$ cat config.mk
export PLATFORM = sky130hd
export DESIGN_NAME = rgb_hsv_color_classifier
export DESIGN_NICKNAME = d
export VERILOG_FILES = /design/src/design/rhcc_pkg.sv /design/src/design/rhcc_front.sv /design/src/design/rhcc_div_cell.sv /design/src/design/rhcc_back.sv /design/src/design/rgb_hsv_color_classifier.sv
export VERILOG_INCLUDE_DIRS = /design/src /design/src/design
export SDC_FILE = /design/constraint.sdc
export NUM_CORES = 2
export LEC_CHECK = 0
export ABC_AREA = 1
export BUFFER_PORTS_ARGS = -buffer_cell sky130_fd_sc_hd__buf_2
export CAP_MARGIN = 20
export CORE_MARGIN = 3
export CORE_UTILIZATION = 35
export CTS_BUF_LIST = sky130_fd_sc_hd__clkbuf_2 sky130_fd_sc_hd__clkbuf_4 sky130_fd_sc_hd__clkbuf_8
export DETAILED_ROUTE_END_ITERATION = 7
export GPL_TIMING_DRIVEN = 0
export PLACE_DENSITY = 0.54
export SLEW_MARGIN = 20
export SYNTH_ARGS = -nofsm -noshare
export SYNTH_HDL_FRONTEND = slang
export SYNTH_SLANG_ARGS = --single-unit
$ cat constraint.sdc
create_clock -name i_clk -period 11 [get_ports i_clk]
set_input_delay 2.2 -clock i_clk [delete_from_list [all_inputs] [get_ports i_clk]]
set_output_delay 2.2 -clock i_clk [all_outputs]
set_load 0.01 [all_outputs]
$ cat src/design/rgb_hsv_color_classifier_assert.svh
// Assertion macros shared by the colour classifier RTL.
`ifndef RGB_HSV_COLOR_CLASSIFIER_ASSERT_SVH
`define RGB_HSV_COLOR_CLASSIFIER_ASSERT_SVH

// Same-cycle implication, disabled during reset.
`define RHCC_ASSERT_NOW(lbl, clk, rst_n, ante, cons, msg) \
    lbl: assert property (@(posedge clk) disable iff (!(rst_n)) (ante) |-> (cons)) \
        else $error(msg);

// Next-cycle implication, disabled during reset.
`define RHCC_ASSERT_NEXT(lbl, clk, rst_n, ante, cons, msg) \
    lbl: assert property (@(posedge clk) disable iff (!(rst_n)) (ante) |=> (cons)) \
        else $error(msg);

`endif

$ cat src/design/rhcc_pkg.sv
// Types and constants of the RGB to HSV colour classifier.
`default_nettype none
package rhcc_pkg;

    localparam int CH_W   = 8;     // colour channel width
    localparam int HUE_W  = 15;    // hue in 1/64 degree
    localparam int DEG_W  = 9;     // whole-degree thresholds
    localparam int NUM_W  = 10;    // sextant numerator, 0..2c
    localparam int REM_W  = 21;    // dividend / partial remainder width
    localparam int Q_W    = 13;    // quotient bits, one per cell
    localparam int FRAC_W = 6;     // 64 units per degree

    localparam logic [HUE_W-1:0] HUE_SEXTANT   = 15'd3840;
    localparam logic [HUE_W-1:0] HUE_FULL_TURN = 15'd23040;

    typedef enum logic [1:0] {
        SEL_RED   = 2'd0,
        SEL_GREEN = 2'd1,
        SEL_BLUE  = 2'd2
    } t_sel;

    typedef enum logic [1:0] {
        CFG_HUE_LOW  = 2'd0,
        CFG_HUE_HIGH = 2'd1,
        CFG_SAT_MIN  = 2'd2,
        CFG_VAL_MIN  = 2'd3
    } t_cfg_idx;

    typedef struct packed {
        logic [CH_W-1:0] red;
        logic [CH_W-1:0] green;
        logic [CH_W-1:0] blue;
    } t_pixel;

    typedef struct packed {
        logic [HUE_W-1:0] hue;
        logic [CH_W-1:0]  saturation;
        logic [CH_W-1:0]  brightness;
        logic             matched;
    } t_result;

    typedef struct packed {
        logic [DEG_W-1:0] hue_low;
        logic [DEG_W-1:0] hue_high;
        logic [CH_W-1:0]  sat_min;
        logic [CH_W-1:0]  val_min;
    } t_thresh;

    // Word handed from cell to cell: both dividers plus side-band.
    typedef struct packed {
        logic [REM_W-1:0] hue_rem;
        logic [CH_W-1:0]  hue_div;
        logic [Q_W-1:0]   hue_q;
        logic [REM_W-1:0] sat_rem;
        logic [CH_W-1:0]  sat_div;
        logic [Q_W-1:0]   sat_q;
        t_sel             sel;
        logic             grey;
        logic [CH_W-1:0]  mx;
    } t_cell_word;

endpackage
`default_nettype wire

$ cat src/design/rhcc_front.sv
// Front end: max/min, chroma, sextant numerator and divider operands.
`default_nettype none
module rhcc_front import rhcc_pkg::*; (
    input  t_pixel     i_pixel,
    output t_cell_word o_word
);

    logic [CH_W-1:0]  w_r, w_g, w_b, w_mx, w_mn, w_c;
    t_sel             w_sel;
    logic [NUM_W-1:0] w_num;
    logic             w_grey;

    assign w_r = i_pixel.red;
    assign w_g = i_pixel.green;
    assign w_b = i_pixel.blue;

    always_comb begin
        w_mx  = w_r;
        w_sel = SEL_RED;
        if (w_g > w_mx) begin
            w_mx  = w_g;
            w_sel = SEL_GREEN;
        end
        if (w_b > w_mx) begin
            w_mx  = w_b;
            w_sel = SEL_BLUE;
        end
        w_mn = w_r;
        if (w_g < w_mn) w_mn = w_g;
        if (w_b < w_mn) w_mn = w_b;
    end

    assign w_c    = w_mx - w_mn;
    assign w_grey = (w_c == '0);

    always_comb begin
        case (w_sel)
            SEL_RED:   w_num = NUM_W'(w_b) + NUM_W'(w_c) - NUM_W'(w_g);
            SEL_GREEN: w_num = NUM_W'(w_r) + NUM_W'(w_c) - NUM_W'(w_b);
            SEL_BLUE:  w_num = NUM_W'(w_g) + NUM_W'(w_c) - NUM_W'(w_r);
            default:   w_num = '0;
        endcase
    end

    // 3840*num = (num<<12) - (num<<8); 255*c = (c<<8) - c.
    // Grey pixels divide 0 by 1 so the chain stays defined.
    always_comb begin
        o_word.hue_q   = '0;
        o_word.sat_q   = '0;
        o_word.sel     = w_sel;
        o_word.grey    = w_grey;
        o_word.mx      = w_mx;
        if (w_grey) begin
            o_word.hue_rem = '0;
            o_word.hue_div = CH_W'(1);
            o_word.sat_rem = '0;
            o_word.sat_div = CH_W'(1);
        end else begin
            o_word.hue_rem = (REM_W'(w_num) << 12) - (REM_W'(w_num) << 8);
            o_word.hue_div = w_c;
            o_word.sat_rem = (REM_W'(w_c) << 8) - REM_W'(w_c);
            o_word.sat_div = w_mx;
        end
    end

endmodule
`default_nettype wire

$ cat src/design/rhcc_div_cell.sv
// One restoring-division cell: settles one quotient bit of both dividers.
`default_nettype none
module rhcc_div_cell import rhcc_pkg::*; #(
    parameter int BIT = 0
) (
    input  logic       i_clk,
    input  logic       i_rst_n,
    input  logic       i_valid,
    input  t_cell_word i_word,
    output logic       o_valid,
    output t_cell_word o_word
);

    logic [REM_W-1:0] w_hue_sh, w_sat_sh;
    t_cell_word       n_word;
    logic             r_valid;
    t_cell_word       r_word;

    assign w_hue_sh = REM_W'(i_word.hue_div) << BIT;
    assign w_sat_sh = REM_W'(i_word.sat_div) << BIT;

    always_comb begin
        n_word = i_word;
        if (i_word.hue_rem >= w_hue_sh) begin
            n_word.hue_rem    = i_word.hue_rem - w_hue_sh;
            n_word.hue_q[BIT] = 1'b1;
        end
        if (i_word.sat_rem >= w_sat_sh) begin
            n_word.sat_rem    = i_word.sat_rem - w_sat_sh;
            n_word.sat_q[BIT] = 1'b1;
        end
    end

    always_ff @(posedge i_clk) begin
        if (!i_rst_n) begin
            r_valid <= 1'b0;
        end else begin
            r_valid <= i_valid;
        end
    end

    always_ff @(posedge i_clk) begin
        r_word <= n_word;
    end

    assign o_valid = r_valid;
    assign o_word  = r_word;

endmodule
`default_nettype wire

$ cat src/design/rhcc_back.sv
// Back end: hue offset by sextant, threshold test, output register.
`default_nettype none
module rhcc_back import rhcc_pkg::*; (
    input  logic       i_clk,
    input  logic       i_rst_n,
    input  logic       i_valid,
    input  t_cell_word i_word,
    input  t_thresh    i_thr,
    output logic       o_valid,
    output t_result    o_result
);

    logic [HUE_W-1:0] w_t, w_hue, w_lo, w_hi;
    logic [CH_W-1:0]  w_sat;
    logic             w_exact, w_hue_ok;
    t_result          n_result;
    logic             r_valid;
    t_result          r_result;

    assign w_t     = HUE_W'(i_word.hue_q);
    assign w_sat   = i_word.sat_q[CH_W-1:0];
    assign w_exact = (i_word.hue_rem == '0);
    assign w_lo    = {i_thr.hue_low, {FRAC_W{1'b0}}};
    assign w_hi    = {i_thr.hue_high, {FRAC_W{1'b0}}};

    always_comb begin
        if (i_word.grey) begin
            w_hue = '0;
        end else begin
            case (i_word.sel)
                SEL_RED:   w_hue = (w_t < HUE_SEXTANT) ? w_t + HUE_FULL_TURN - HUE_SEXTANT
                                                       : w_t - HUE_SEXTANT;
                SEL_GREEN: w_hue = HUE_SEXTANT + w_t;
                SEL_BLUE:  w_hue = HUE_W'(3) * HUE_SEXTANT + w_t;
                default:   w_hue = '0;
            endcase
        end
    end

    // High edge compares the exact hue: equal only when no remainder.
    assign w_hue_ok = (w_hue >= w_lo) && ((w_hue < w_hi) || ((w_hue == w_hi) && w_exact));

    always_comb begin
        n_result.hue        = w_hue;
        n_result.saturation = w_sat;
        n_result.brightness = i_word.mx;
        n_result.matched    = w_hue_ok && (w_sat >= i_thr.sat_min)
                              && (i_word.mx >= i_thr.val_min);
    end

    always_ff @(posedge i_clk) begin
        if (!i_rst_n) begin
            r_valid <= 1'b0;
        end else begin
            r_valid <= i_valid;
        end
    end

    always_ff @(posedge i_clk) begin
        r_result <= n_result;
    end

    assign o_valid  = r_valid;
    assign o_result = r_result;

endmodule
`default_nettype wire

$ cat src/design/rgb_hsv_color_classifier.sv
// Top level of the RGB to HSV colour classifier: config, divider chain, output.
//
//  channel   ports                               handshake
//  -------   ---------------------------------   ---------------------------
//  pixel     i_pixel                             start & !busy takes a word
//  result    o_result                            o_valid, one cycle, no stall
//  config    i_cfg_we, i_cfg_idx, i_cfg_data     written when i_cfg_we high
//
// One pixel word per clock, sustained, once busy is low.  Each word passes
// through 13 division cells (one quotient bit each, hue and saturation
// share the cell) and then the output register before its o_valid cycle.
// busy is high during reset and for the first cycle after it leaves.
// Synchronous active-low reset clears the valid chain and loads threshold
// defaults.  The receiver cannot stall; results appear in pixel order.
`default_nettype none
`include "rgb_hsv_color_classifier_assert.svh"
module rgb_hsv_color_classifier import rhcc_pkg::*; (
    input  logic            i_clk,
    input  logic            i_rst_n,
    input  logic            start,
    output logic            busy,
    input  t_pixel          i_pixel,
    output logic            o_valid,
    output t_result         o_result,
    input  logic            i_cfg_we,
    input  logic [1:0]      i_cfg_idx,
    input  logic [DEG_W-1:0] i_cfg_data
);

    // threshold registers
    t_thresh     r_thr;
    logic        r_run;
    logic        w_take;
    t_cfg_idx    w_idx;

    // chain taps: index 0 is the front end, Q_W is the last cell
    logic        w_valid [0:Q_W];
    t_cell_word  w_word  [0:Q_W];

    // terms for the checks at the end
    logic        w_hue_in, w_grey_out, w_match, w_thr_ok;

    assign w_idx  = t_cfg_idx'(i_cfg_idx);
    assign busy   = ~r_run;
    assign w_take = start & ~busy;

    always_ff @(posedge i_clk) begin
        if (!i_rst_n) begin
            r_run          <= 1'b0;
            r_thr.hue_low  <= DEG_W'(340);
            r_thr.hue_high <= DEG_W'(360);
            r_thr.sat_min  <= CH_W'(90);
            r_thr.val_min  <= CH_W'(0);
        end else begin
            r_run <= 1'b1;
            if (i_cfg_we) begin
                case (w_idx)
                    CFG_HUE_LOW:  r_thr.hue_low  <= i_cfg_data;
                    CFG_HUE_HIGH: r_thr.hue_high <= i_cfg_data;
                    CFG_SAT_MIN:  r_thr.sat_min  <= i_cfg_data[CH_W-1:0];
                    CFG_VAL_MIN:  r_thr.val_min  <= i_cfg_data[CH_W-1:0];
                    default:      r_thr          <= r_thr;
                endcase
            end
        end
    end

    // Max/min and operand build, combinational into the first cell.
    rhcc_front u_front (
        .i_pixel (i_pixel),
        .o_word  (w_word[0])
    );
    assign w_valid[0] = w_take;

    // Cell k settles quotient bit Q_W-1-k, MSB first.
    for (genvar k = 0; k < Q_W; k++) begin : g_cell
        rhcc_div_cell #(
            .BIT (Q_W - 1 - k)
        ) u_cell (
            .i_clk   (i_clk),
            .i_rst_n (i_rst_n),
            .i_valid (w_valid[k]),
            .i_word  (w_word[k]),
            .o_valid (w_valid[k+1]),
            .o_word  (w_word[k+1])
        );
    end

    // Sextant offset, thresholds, output register.
    rhcc_back u_back (
        .i_clk    (i_clk),
        .i_rst_n  (i_rst_n),
        .i_valid  (w_valid[Q_W]),
        .i_word   (w_word[Q_W]),
        .i_thr    (r_thr),
        .o_valid  (o_valid),
        .o_result (o_result)
    );

    assign w_hue_in   = (o_result.hue < HUE_FULL_TURN);
    assign w_grey_out = o_valid && (o_result.saturation == '0);
    assign w_match    = o_valid && o_result.matched;
    assign w_thr_ok   = (o_result.saturation >= r_thr.sat_min)
                        && (o_result.brightness >= r_thr.val_min);

    // Hue never reaches a full turn.
    `RHCC_ASSERT_NOW(a_hue_range, i_clk, i_rst_n, o_valid, w_hue_in, "hue out of range")
    // Zero saturation only for grey pixels, whose hue is forced to zero.
    `RHCC_ASSERT_NOW(a_grey_hue, i_clk, i_rst_n, w_grey_out, o_result.hue == '0, "hue set on grey")
    // A match implies the saturation and brightness thresholds passed.
    `RHCC_ASSERT_NOW(a_match_thr, i_clk, i_rst_n, w_match, w_thr_ok, "match despite threshold")
    // A word leaving the last cell is strobed out on the next cycle.
    `RHCC_ASSERT_NEXT(a_chain_out, i_clk, i_rst_n, w_valid[Q_W], o_valid, "result lost")

endmodule
`default_nettype wire

-- Yosys cells after proc, flatten, opt, wreduce, memory -nomap -nowiden
Index checks and enable logic that the tools add are counted.
- flip-flop bits (word level): 1068
- output and inout port bits: 34
- memories kept: 0
- bits in latches: 0
- bits in writable memories: 0
- word-level logic and storage cells: 288
- input port bits: 39
- memory bits (read-only): 0
- multiply operators: 0
- equality and inequality tests: 8
- order comparisons: 35
- shift operators: 0
- div/mod/pow operators: 0
- $add $sub $neg: 39
- reduce and logical (&&, ||, !) cells: 14
- multiplexer cells: 39
- bitwise logic cells: 2
- operators by type and width (operator ; number):
    two-way mux 21 bit ; 25
    subtractor 21 x 18 -> 21 bit ; 3
    two-way mux 29 bit ; 2
    case mux 15 bit (3 select lines) ; 1
    greater-or-equal comparator 21 x 10 -> 1 bit ; 2
    greater-or-equal comparator 21 x 11 -> 1 bit ; 2
    greater-or-equal comparator 21 x 12 -> 1 bit ; 2
    greater-or-equal comparator 21 x 13 -> 1 bit ; 2
    greater-or-equal comparator 21 x 14 -> 1 bit ; 2
    greater-or-equal comparator 21 x 15 -> 1 bit ; 2
    greater-or-equal comparator 21 x 16 -> 1 bit ; 2
    greater-or-equal comparator 21 x 17 -> 1 bit ; 2
    greater-or-equal comparator 21 x 18 -> 1 bit ; 2
    greater-or-equal comparator 21 x 19 -> 1 bit ; 2
    greater-or-equal comparator 21 x 20 -> 1 bit ; 2
    greater-or-equal comparator 21 x 8 -> 1 bit ; 2
    greater-or-equal comparator 21 x 9 -> 1 bit ; 2
    subtractor 21 x 10 -> 21 bit ; 2
    subtractor 21 x 11 -> 21 bit ; 2
    subtractor 21 x 12 -> 21 bit ; 2
    subtractor 21 x 13 -> 21 bit ; 2
    subtractor 21 x 14 -> 21 bit ; 2
    subtractor 21 x 15 -> 21 bit ; 2
    subtractor 21 x 16 -> 21 bit ; 2
    36 further kinds ; 66

-- Logic depth before layout (Yosys ltp)
- depth in word-level cells: 12
- mapped depth: 69
- depth with buffers taken out: 66

-- Cells and area by module
A second synthesis with hierarchy kept.
- cells, all modules: 7415
- area, all modules: 57786.7 µm²
- by module, submodules not included (module ; times used ; cells an instance ; seq. area each (µm²) ; area an instance (µm²)):
    rhcc_front ; 1 ; 689 ; 0.0 ; 4418.0
    rhcc_div_cell at g_cell[11].u_cell ; 1 ; 562 ; 1921.8 ; 4210.3
    rhcc_div_cell at g_cell[12].u_cell ; 1 ; 564 ; 1921.8 ; 4174.0
    rhcc_div_cell at g_cell[10].u_cell ; 1 ; 525 ; 1921.8 ; 4135.2
    rhcc_div_cell at g_cell[6].u_cell ; 1 ; 507 ; 1921.8 ; 4010.1
    rhcc_div_cell at g_cell[8].u_cell ; 1 ; 507 ; 1921.8 ; 3966.3
    rhcc_div_cell at g_cell[7].u_cell ; 1 ; 485 ; 1921.8 ; 3928.8
    rhcc_div_cell at g_cell[9].u_cell ; 1 ; 488 ; 1921.8 ; 3865.0
    rhcc_div_cell at g_cell[5].u_cell ; 1 ; 476 ; 1921.8 ; 3724.8
    rhcc_div_cell at g_cell[2].u_cell ; 1 ; 438 ; 1921.8 ; 3703.6
    rhcc_div_cell at g_cell[4].u_cell ; 1 ; 447 ; 1921.8 ; 3623.5
    rhcc_div_cell at g_cell[3].u_cell ; 1 ; 433 ; 1921.8 ; 3589.7
    rhcc_div_cell at g_cell[1].u_cell ; 1 ; 414 ; 1921.8 ; 3455.8
    rhcc_div_cell at g_cell[0].u_cell ; 1 ; 370 ; 1921.8 ; 3334.4
    +2 rows ; n/a ; n/a ; n/a ; n/a

-- Worst setup path after synthesis
OpenSTA, ideal clock, no wires.
- path kind: in2reg
- start: input port i_pixel[17] in the netlist's numbering
- end: register g_cell[0].u_cell.r_word, in the netlist g_cell[0].u_cell.o_word[94]
- data arrival time: 10.519 ns
- library setup time: 0.113 ns
- required time: 10.887 ns
- slack: 0.369 ns
- stages: 62
- path buffers: 3
- path through: inv_1 > ha_1 > nand2_1 > nand2_1 > nand2_1 > nand2_1 > nand2_1 > nand2_4 > nand2_4 > buf_12 > clkbuf_1 > nand2_1 > o21ai_0 > ha_1 > inv_1 > nor2_1 > o21ai_1 > nand2_1 > [... 26 more ...] > inv_1 > ha_1 > nand2_1 > nor2_1 > a211oi_1 > nand2_2 > or2_2 > nand3_1 > inv_1 > ha_1 > a21oi_1 > nand2_1 > a21oi_1 > o21bai_1 > a21oi_1 > a21boi_4 > nand2_4 > and2_4
- RTL lines (element ; line ; text):
    start: declaration ; rgb_hsv_color_classifier.sv:22 ; input t_pixel i_pixel,
    end signal: assignment ; rhcc_div_cell.sv:43 ; r_word <= n_word;
    end: declaration ; rhcc_div_cell.sv:17 ; t_cell_word r_word;

==> results by group <==
Cells and area
  – Fillers: 11520
  – Fin cells: 6507
  – Layout Cell Area excl Fill: 47180 µm²
  – Area Growth Syn to Fin: 15.53%
  – Nets: 5283
  – Share of cells above drive strength 1: 10.61%

Clock tree
  – Root buffer cell: clkbuf_8
  – H-tree levels: 4
  – CTS tree: yes
  – Worst-Skew Late Latency: 0.80 ns
  – CTS clk-pin slew, worst paths: 0.06 ns
  – CTS Hold Bufs: 0
  – Num CTS Buffers: 159
  – Clock Sinks: 1000
  – Clock buffer depth: 3

Global route
  – Met2 usage: 24.25%
  – Most Crowded Layer GR: met2
  – Vias in the first global route: 28690
  – GRT Overall Usage: 13.52%
  – Initial antenna violation count: 2
  – GR Layer Usage met3: 2.285%
  – Met1 Usage GRT: 15.51%
  – Total grt overflow: 0
  – Global-route wire length before repair: 135.7 mm
  – Largest net degree at the start of global routing: 17

Route
  – DRT iter0 DRCs: 1164
  – Number of remaining DRC errors: 0
  – WL final: 82.99 mm
  – DR pass1 iterations: 6
  – Vias: 29110
  – Wire per inst: 12.75 µm
  – Routed Antenna Nets: 0
  – Vias per Instance: 4.473

Synthesis
  – Post-synth cell types: 73
  – Share of the synthesized area in the top cell type: 49.02%
  – Top FF cell, synth: dfxtp_1
  – Post-synth EDFFs: 0
  – Top cells by count, synth: dfxtp_1 (1000), inv_1 (693), nand2_1 (665)
  – Syn Area/Cell: 8.854 µm²
  – Synthesized instance count: 4612
  – Asr flop ratio synth: 0%
  – Cell taking the most area after synthesis: dfxtp_1
  – Count leader, synth: dfxtp_1
  – Main area contributors after synthesis: dfxtp_1 (49%), ha_1 (10%), inv_1 (6.4%)
  – Seq/Total Area, Yosys: 49.02%
  – Synth Warn #: 0
  – Number of synthesized register bits: 1000
  – Synthesized area: 40840 µm²

Critical path
  – CP Launch Type: input pin
  – Crit path max fanout: 10
  – Largest stage delay, worst path: 0.52 ns
  – Arrival time at the worst endpoint: 11.28 ns
  – Setup slack, reg-to-reg: 7.40 ns
  – Most used cell, CP: nand2_1
  – Reg2reg start: g_cell[12].u_cell.o_word[64]
  – Top cell family by delay on the critical path: adder cells
  – Worst path slowest cell: fa_2
  – CP Class: input pin to flip-flop
  – CP required: 11.66 ns
  – CP Capture Type: flip-flop
  – Worst path depth: 61
  – Crit path to: g_cell[0].u_cell.o_word[94]
  – Critical path startpoint: i_pixel[17]
  – Worst-case reg-to-reg path depth: 17
  – Reg-to-Reg End: u_back.o_result[0]
  – Worst path bufs/invs: 13

Die
  – Die ar.: 120800 µm²
  – Row count: 124
  – I/O pin count: 73
  – Area of the core: 115100 µm²
  – Initial Util: 35.47%
  – Die Ht: 347.6 µm
  – Chip width: 347.6 µm

Run
  – Maxcap violations: 0

Timing
  – Final Hold Viols: 0
  – Final Max Tran Viols: 0
  – Setup Skew: 0.04335 ns
  – WHS: 0.2885 ns
  – Fin crit share: 96.49%
  – # setup viols final: 0
  – Slew @ Worst Pin: 0.7962 ns
  – Tmin final: 10.61 ns
  – Max_slew headroom: 45.55%
  – Fmax: 94.21 MHz
  – TNS Setup: 0 ns

Place
  – Dpl cell area: 43110 µm²
  – Number of buffers inserted by port buffering: 72
  – Post-detail-place hpwl: 65.26 mm
  – Gpl congestion: 0.8772
  – Dpl cells: 6201

Hold path
  – Hold WC Path Type: flip-flop to flip-flop

Run status
  – Status: finished clean
routing by layer:
layer / routed length [µm] / vias to the layer above / share of wire [%]
met5: 0 / - / 0
met3: 2578 / 202 / 3.1
met4: 3458 / 0 / 4.2
li1: - / 15550 / -
met1: 36390 / 12950 / 44
met2: 40560 / 410 / 49
placed cells by master, fill, tap and decap left out, types with 15 or more instances in the layout:
master and instances:
xnor2_1 123, clkbuf_1 27, fa_1 28, nor4_1 46, or2_2 24, o21ai_0 285
clkbuf_4 46, dfxtp_1 1000, nand4_1 55, inv_1 688, ha_1 324, xor2_1 178
buf_2 81, clkinv_2 15, inv_2 17, a21oi_1 287, buf_4 28, nand2_1 663
clkbuf_8 197, nor2_1 349, o211ai_1 20, nand3_1 146, o21ai_1 24, nor3_1 74
o21bai_1 18, a31oi_1 17
logic make-up (layout without fill, tap and decap cells):
logic type,count (synthesis),in the layout,share of synthesized area [%]
AO/OA/AOI/OAI,754,754,10.23
XOR/XNOR,308,308,6.680
AND/OR/NAND/NOR,1428,1429,15.22
other,2,6,0.01839
flip-flops,1000,1000,49.02
adder cells (fa/ha/maj),365,365,11.77
buffers and inverters,755,1133,7.053
how the worst min path moves through the flow:
stage	from	to	slack (ns)	cells past startpoint
after global placement	g_cell[8].u_cell.o_word[58]	g_cell[9].u_cell.o_word[58]	0.31	0
after floorplan	g_cell[9].u_cell.o_word[0]	g_cell[10].u_cell.o_word[0]	0.31	0
final	g_cell[10].u_cell.o_word[57]	g_cell[11].u_cell.o_word[57]	0.29	0
after global routing	g_cell[6].u_cell.o_word[7]	g_cell[7].u_cell.o_word[7]	0.28	0
after CTS	g_cell[10].u_cell.o_word[57]	g_cell[11].u_cell.o_word[57]	0.28	0
after detailed placement	g_cell[9].u_cell.o_word[59]	g_cell[10].u_cell.o_word[59]	0.31	0
repair_timing:
item                                    4_1_cts  5_1_grt
cloned                                        0        1
gates resized for setup                      41       60
endpoints found under the setup margin       10       10
buffers inserted                             11       16
pin swaps                                     6       21
layout make-up:
class | count | area (µm²) | area share [%]
plain buffers | 43 | 216.5 | 0.4588
clock buffers | 242 | 3049 | 6.463
clock inverters | 34 | 421.7 | 0.8938
flip-flops and latches | 1000 | 20020 | 42.43
well taps | 1512 | 1892 | 4.010
inverters | 712 | 2694 | 5.710
diodes | 1 | 2.502 | 0.005304
repair buffers | 102 | 603.1 | 1.278
multi-input cells | 2861 | 18280 | 38.75
registers in the layout, summed over array words and instances (netlist names):
signal,flops
g_cell.u_cell.o_word,919
r_thr,34
g_cell.u_cell.o_valid,13
u_back.o_result,32
r_run,1
u_back.o_valid,1
per-stage QoR:
step / setup slack [ns] / util (%)
floorplan: 0.3685 / -
global placement: -2.655 / 37.44
detailed placement: -2.488 / 37.45
CTS: 0.005415 / 40.65
global route: -0.1324 / 40.98
finish: 0.3859 / 40.98
Power is not shown: default switching activity piles up to over one toggle a cycle in this logic, so the estimate is an artifact.
